## config.mk

```make
export PLATFORM = sky130hd
export DESIGN_NAME = s128a_div_stage
export DESIGN_NICKNAME = d
export VERILOG_FILES = /design/src/signed_128bit_alu_core_assert.svh /design/src/s128a_pkg.sv /design/src/s128a_div_stage.sv
export SDC_FILE = /design/constraint.sdc
export NUM_CORES = 1
export LEC_CHECK = 0
export BUFFER_PORTS_ARGS = -buffer_cell sky130_fd_sc_hd__buf_2
export CAP_MARGIN = 20
export CORE_AREA = 4 4 408 410
export DETAILED_ROUTE_END_ITERATION = 12
export DIE_AREA = 0 0 412 414
export SLEW_MARGIN = 20
export SYNTH_ARGS = -nofsm -noshare
export SYNTH_HDL_FRONTEND = slang
export SYNTH_SLANG_ARGS = --single-unit
```

## constraint.sdc

```tcl
create_clock -name clk -period 0.8 [get_ports clk]
set_input_delay 0 -clock clk [delete_from_list [all_inputs] [get_ports clk]]
set_output_delay 0 -clock clk [all_outputs]
set_load 0.03 [all_outputs]
```

## src/signed_128bit_alu_core_assert.svh

```systemverilog
// Assertion macros for the signed ALU core.
// They sample on clk and stay quiet while rst_n is low.
`ifndef SIGNED_128BIT_ALU_CORE_ASSERT_SVH
`define SIGNED_128BIT_ALU_CORE_ASSERT_SVH

// The consequent must hold in the same cycle as the antecedent.
`define S128A_ASSERT_SAME(lbl, ante, cons, msg) \
    lbl: assert property (@(posedge clk) disable iff (!rst_n) (ante) |-> (cons)) \
        else $error(msg);

// The consequent must hold in the cycle after the antecedent.
`define S128A_ASSERT_NEXT(lbl, ante, cons, msg) \
    lbl: assert property (@(posedge clk) disable iff (!rst_n) (ante) |=> (cons)) \
        else $error(msg);

`endif

```

## src/s128a_pkg.sv

```systemverilog
// ----------------------------------------------------------------------------
// s128a_pkg
// Operation codes and the control group that travels down the ALU pipeline.
// ----------------------------------------------------------------------------
package s128a_pkg;

    typedef logic [1:0] func_t;

    localparam func_t FUNC_ADD = 2'd0;
    localparam func_t FUNC_SUB = 2'd1;
    localparam func_t FUNC_MUL = 2'd2;
    localparam func_t FUNC_DIV = 2'd3;

    // Port width of every operand and result half.
    localparam int PORT_WIDTH = 64;

    // Control that moves with each beat through the pipeline.
    typedef struct packed {
        logic  valid;
        func_t func;
        logic  less;
        logic  equal;
        logic  neg_q;
        logic  div_zero;
    } ctl_t;

endpackage

```

## src/s128a_div_stage.sv

```systemverilog
// ----------------------------------------------------------------------------
// s128a_div_stage
// One step of restoring division on magnitudes: one quotient bit per stage.
// Also carries the other operation's result and the control group.
// ----------------------------------------------------------------------------
module s128a_div_stage #(
    parameter int W = 128
) (
    input  logic            clk,
    input  logic            rst_n,
    input  logic            en,
    input  s128a_pkg::ctl_t ctl_in,
    input  logic [W-1:0]    rem_in,
    input  logic [W-1:0]    nq_in,
    input  logic [W-1:0]    dvs_in,
    input  logic [W-1:0]    alt_in,
    output s128a_pkg::ctl_t ctl_out,
    output logic [W-1:0]    rem_out,
    output logic [W-1:0]    nq_out,
    output logic [W-1:0]    dvs_out,
    output logic [W-1:0]    alt_out
);
    import s128a_pkg::*;

    ctl_t         ctl_reg;
    logic [W-1:0] rem_reg;
    logic [W-1:0] rem_next;
    logic [W-1:0] nq_reg;
    logic [W-1:0] nq_next;
    logic [W-1:0] dvs_reg;
    logic [W-1:0] alt_reg;
    logic [W:0]   shifted;
    logic [W+1:0] diff;
    logic         ge;

    // Bring down the next dividend bit and try the subtraction.
    always_comb
    begin
        shifted  = {rem_in, nq_in[W-1]};
        diff     = {1'b0, shifted} - {2'b00, dvs_in};
        ge       = !diff[W+1];
        rem_next = ge ? diff[W-1:0] : shifted[W-1:0];
        nq_next  = {nq_in[W-2:0], ge};
    end

    // The control group resets to an empty slot.
    always_ff @(posedge clk or negedge rst_n)
    begin
        if (!rst_n)
        begin
            ctl_reg <= '0;
        end
        else if (en)
        begin
            ctl_reg <= ctl_in;
        end
    end

    always_ff @(posedge clk)
    begin
        if (en)
        begin
            rem_reg <= rem_next;
            nq_reg  <= nq_next;
            dvs_reg <= dvs_in;
            alt_reg <= alt_in;
        end
    end

    assign ctl_out = ctl_reg;
    assign rem_out = rem_reg;
    assign nq_out  = nq_reg;
    assign dvs_out = dvs_reg;
    assign alt_out = alt_reg;

endmodule

```

-- After elaboration in Yosys (flattened, before gate mapping)
Index checks and enable logic that the tools add are counted.
- output and inout bits: 519
- input port bits: 522
- word-level logic and storage cells: 13
- register bits: 519
- add/subtract/negate cells: 1
- multiplexer cells: 1
- reduce and logical (&&, ||, !) cells: 1
- operators by type and width (operator ; count):
    129-bit by 128-bit subtractor with 130-bit output ; 1
    128-bit two-way mux ; 1
    1-bit zero test ; 1

-- Longest topological paths before layout
- depth in word-level cells: 2
- gate-level depth with buffers: 18
- gate-level depth less buffers: 16

-- Least setup slack after synthesis
No wires, ideal clock.
- path type: in2reg
- from: in dvs_in[2]
- to: reg rem_reg[127], in the netlist rem_out[127], data pin
- data required time: 0.540 ns
- path buffers: 1
- arrival: 2.862 ns
- slack: -2.322 ns
- stages on the path: 15
- library setup time: 0.260 ns
- cells stage by stage: inv_1 ha_1 nor2_1 a211oi_2 a31oi_1 o21ai_2 a21oi_2 o41a_4 o21ba_4 o21ai_2 a21oi_2 o211a_4 clkinv_2 buf_6 mux2_2
- word-level cells in the longest chain between the ends: 2
- ends and longest elaborated chain (item ; RTL line ; source):
    start, declared ; s128a_div_stage.sv:15 ; input logic [W-1:0] dvs_in,
    129-bit by 128-bit subtractor with 130-bit output ; s128a_div_stage.sv:40 ; diff = {1'b0, shifted} - {2'b00, dvs_in};
    128-bit two-way mux ; s128a_div_stage.sv:42 ; rem_next = ge ? diff[W-1:0] : shifted[W-1:0];
    via rem_next[127] ; s128a_div_stage.sv:27 ; logic [W-1:0] rem_next;
    end signal, assigned ; s128a_div_stage.sv:63 ; rem_reg <= rem_next;
    end, declared ; s128a_div_stage.sv:26 ; logic [W-1:0] rem_reg;
The timed path passes the listed nets, and every way through them passes these cells.
A chain may end at the register's enable or synchronous reset.

-- Worst setup path after layout
- from: in nq_in[127]
- to: reg rem_reg[15], in the netlist rem_out[15], data pin
- word-level cells in the longest chain between the ends: 2
- ends and longest elaborated chain (item ; RTL line ; source):
    start, declared ; s128a_div_stage.sv:14 ; input logic [W-1:0] nq_in,
    129-bit by 128-bit subtractor with 130-bit output ; s128a_div_stage.sv:40 ;
    128-bit two-way mux ; s128a_div_stage.sv:42 ;
    via rem_next[15] ; s128a_div_stage.sv:27 ;
The timed path passes the listed nets, and every way through them passes these cells.

==> flow_metrics.env <==
export IMPL_core_area_um2=162000
export IMPL_start_util=0.159
export IMPL_worstSetupStartpointType="input port"
export IMPL_gp_congestion=0.901
export IMPL_ys_seq_area_frac=0.603
export IMPL_synth_area_um2=25800
export IMPL_hold_path_class="input port to flip-flop"
export IMPL_leakage_nw=24.1
export IMPL_finalHoldViolations=9
export IMPL_relSlewSlack=0.489
export IMPL_powerDensity_nw_per_um2=1800
export IMPL_synth_nets=2875
export IMPL_cts_made_buffers=61
export IMPL_clk_pin_slew_ns=0.07
export IMPL_grt_usage=0.172
export IMPL_antenna_found_initial=70
export IMPL_clkSinkCount=519
export IMPL_die_h_um=414
export IMPL_grt_pass1_vias=30677
export IMPL_tightest_slew_ns=0.765
export IMPL_fmax_mhz=352
export IMPL_synth_edf_count=512
export IMPL_drt_initial_drc_count=1928
export IMPL_critPathKind="input port to flip-flop"
export IMPL_viasPerCell=4.11
export IMPL_synthCells=2224
export IMPL_dp_cells=6105
export IMPL_rows=148
export IMPL_crit_arrival_ns=3.38
export IMPL_wl_per_cell_um=22.2
export IMPL_cp_top_family="compound AO/OA/AOI/OAI gates"
export IMPL_total_power_mw=101
export IMPL_critPathBufInv=9
export IMPL_cts_tree="yes"
export IMPL_cts_root_buf="clkbuf_16"
export IMPL_worstPathRequired_ns=1.34
export IMPL_htree_levels=2
export IMPL_grt_pass1_wl_um=215000
export IMPL_tns_ns=-758.41
export IMPL_drv_slew=0
export IMPL_synth_seq_cells=519
export IMPL_route_detailed_drc=0
export IMPL_firstDrtPassIters=5
export IMPL_synth_async_sr_flop_share=0.0135
export IMPL_avgSynthCellArea_um2=11.6
export IMPL_io_buffers=1040
export IMPL_yosysWarnings=0
export IMPL_yosys_area_top_type="edfxtp_1"
export IMPL_layout_drive_gt1_share=0.491
export IMPL_die_area_um2=171000
export IMPL_rrSetupSlack_ns=-0.01
export IMPL_grt_overflow=0
export IMPL_rsz0062_at_grt="true"
export IMPL_critPathMaxStageDelay_ns=0.40
export IMPL_synth_area_top_cells="edfxtp_1 (60%), ha_1 (6.2%), a21oi_1 (5.4%)"
export IMPL_totalWireLength_um=158000
export IMPL_fin_crit_sh=3.55
export IMPL_finalNetCount=5494
export IMPL_status="finished, violations left"
export IMPL_cp_max_fo=8
export IMPL_synth_top_area_share=0.596
export IMPL_ant_nets=0
export IMPL_finalWorstSetupSlack_ns=-2.04
export IMPL_cp_cell_sequence="buf_8 -> inv_4 -> ha_4 -> buf_6 -> nand2b_4 -> a211oi_2 -> buf_4 -> a31oi_4 -> o21ai_2 -> a21oi_2 -> o41a_4 -> o21ba_4 -> o21ai_4 -> buf_12 -> a21oi_4 -> o211a_4 -> clkinv_8 -> buf_6 -> buf_12 -> clkbuf_16 -> nor2_1 -> a21oi_2"
export IMPL_dieWidth_um=412
export IMPL_finalClockSkew_ns=0
export IMPL_final_core_util=0.347
export IMPL_worst_hold_slack_ns=-0.476
export IMPL_drv_cap=0
export IMPL_dr_total_vias=29200
export IMPL_ys_types=70
export IMPL_layout_min_cycle_time_ns=2.84
export IMPL_insertion_delay_ns=0.68
export IMPL_setup_viol=1220
export IMPL_ios=1041
export IMPL_synth_main_ff_cell="edfxtp_1"
export IMPL_grt_max_degree=47
export IMPL_final_cells=7103
export IMPL_violations="negative hold slack, negative setup slack"
export IMPL_crit_path_end_kind="flip-flop"
export IMPL_ir_drop_mv=1.69
export IMPL_cp_slowest_cell="o41a_4"
export IMPL_syn_to_final_growth_pct=119
export IMPL_clock_path_buffers=3
export IMPL_hpwl_um=114000
synth_stat cells (10+ instances only):
cell and instances:
nand3_1 13, xnor2_1 65, nor2b_1 11, a21o_1 58, ha_1 128, o211ai_1 10, nand2_1 175, o21bai_1 33
nand4_1 68, nor3_1 25, o21ai_0 116, nor2_1 203, xor2_1 57, nand2b_1 16, buf_4 10, a21oi_1 277
o21a_1 23, buf_2 15, inv_1 163, a31oi_1 14, edfxtp_1 512, clkbuf_1 64, o31ai_1 15
state kept, by name (all words and copies together) (netlist names):
signal,cells
alt_out,128
ctl_out,7
dvs_out,128
nq_out,128
rem_out,128
final cells by class:
type	instances	area [um2]
Inverter	164	646
Fill cell	15521	106000
Sequential cell	519	15600
Tap cell	2175	2720
Timing Repair inverter	1	16.3
Timing Repair Buffer	2649	23700
Multi-Input combinational cell	1447	11600
Clock inverter	43	513
Clock buffer	70	1580
Antenna cell	35	87.6
power breakdown:
part / internal (mW) / total [mW] / switching, mW
registers: 33.3 / 34.9 / 1.63
clock network: 17.1 / 29.7 / 12.6
logic: 17.7 / 36.8 / 19.0
total: 68.1 / 101 / 33.3
per-layer routing:
layer | wire, um | part of all wire | global-route usage | vias up
li1 | - | - | - | 13504
met1 | 57300 | 0.36 | 0.187 | 14208
met2 | 78700 | 0.50 | 0.306 | 1158
met3 | 13700 | 0.087 | 0.0528 | 306
met4 | 8010 | 0.051 | 0.0772 | 24
met5 | 154 | 0.00097 | 0 | -
through the flow:
step | worst slack [ns] | instance area [um2]
floorplan | -2.08 | 26100
global placement | -3.33 | 39600
detailed placement | -3.35 | 39600
CTS | -1.91 | 54600
global route | -2.04 | 56400
finish | -2.04 | 56400
cells in the final DEF (no fill, tap or decap), types with 10 or more instances in the layout:
| master | netlist | layout |
|---|---|---|
| nand2_4 | 0 | 17 |
| o21a_1 | 23 | 23 |
| nor2_4 | 0 | 15 |
| buf_12 | 0 | 49 |
| clkbuf_16 | 0 | 70 |
| nor2_1 | 203 | 148 |
| edfxtp_1 | 512 | 512 |
| clkinv_1 | 0 | 12 |
| a21oi_1 | 277 | 153 |
| nor2b_1 | 11 | 11 |
| buf_4 | 10 | 732 |
| a21o_1 | 58 | 58 |
| o211ai_1 | 10 | 10 |
| diode_2 | 0 | 35 |
| dlygate4sd3_1 | 0 | 782 |
| buf_2 | 15 | 510 |
| buf_6 | 5 | 541 |
| buf_8 | 0 | 18 |
| nand3_1 | 13 | 10 |
| o21ai_2 | 2 | 32 |
| a21oi_4 | 0 | 23 |
| o21ai_0 | 116 | 67 |
| xor2_1 | 57 | 48 |
| nand2_1 | 175 | 132 |
| o21bai_1 | 33 | 28 |
| nand2b_1 | 16 | 14 |
| nand2_2 | 0 | 25 |
| o21ai_1 | 4 | 18 |
| nor3_1 | 25 | 15 |
| a21oi_2 | 8 | 109 |
| nor2_2 | 0 | 40 |
| ha_4 | 0 | 36 |
| xnor2_1 | 65 | 57 |
| nand4_1 | 68 | 68 |
| inv_1 | 163 | 154 |
| ha_1 | 128 | 86 |
kinds of logic after synthesis:
kind of cell,Yosys count,share of synthesized area
flops,519,0.603
simple gates,558,0.0978
buf+inv,258,0.0412
mux,10,0.00432
compound gates,628,0.149
fa+ha+maj,129,0.0629
xor+xnor,122,0.0414
path summary, 6_finish.rpt:
check,endpoint,cells past startpoint,from
min in group asynchronous,ctl_out[3],3,rst_n
hold / removal,dvs_out[40],1,dvs_in[40]
max in group asynchronous,ctl_out[6],3,rst_n
hold reg to reg,ctl_out[1],1,ctl_out[1]
setup / recovery,rem_out[15],22,nq_in[127]
setup reg to reg,ctl_out[3],1,ctl_out[3]
timing repair:
action | in CTS | in global routing
gates resized for setup | 1355 | 261
pin swaps | 111 | 73
hold endpoints to repair | 723 | 109
hold buffers | 751 | 32
setup endpoints to repair | 648 | 1169
buffers inserted | 36 | 24
cloned | 10 | 10
(Power assumes the default switching activity.)
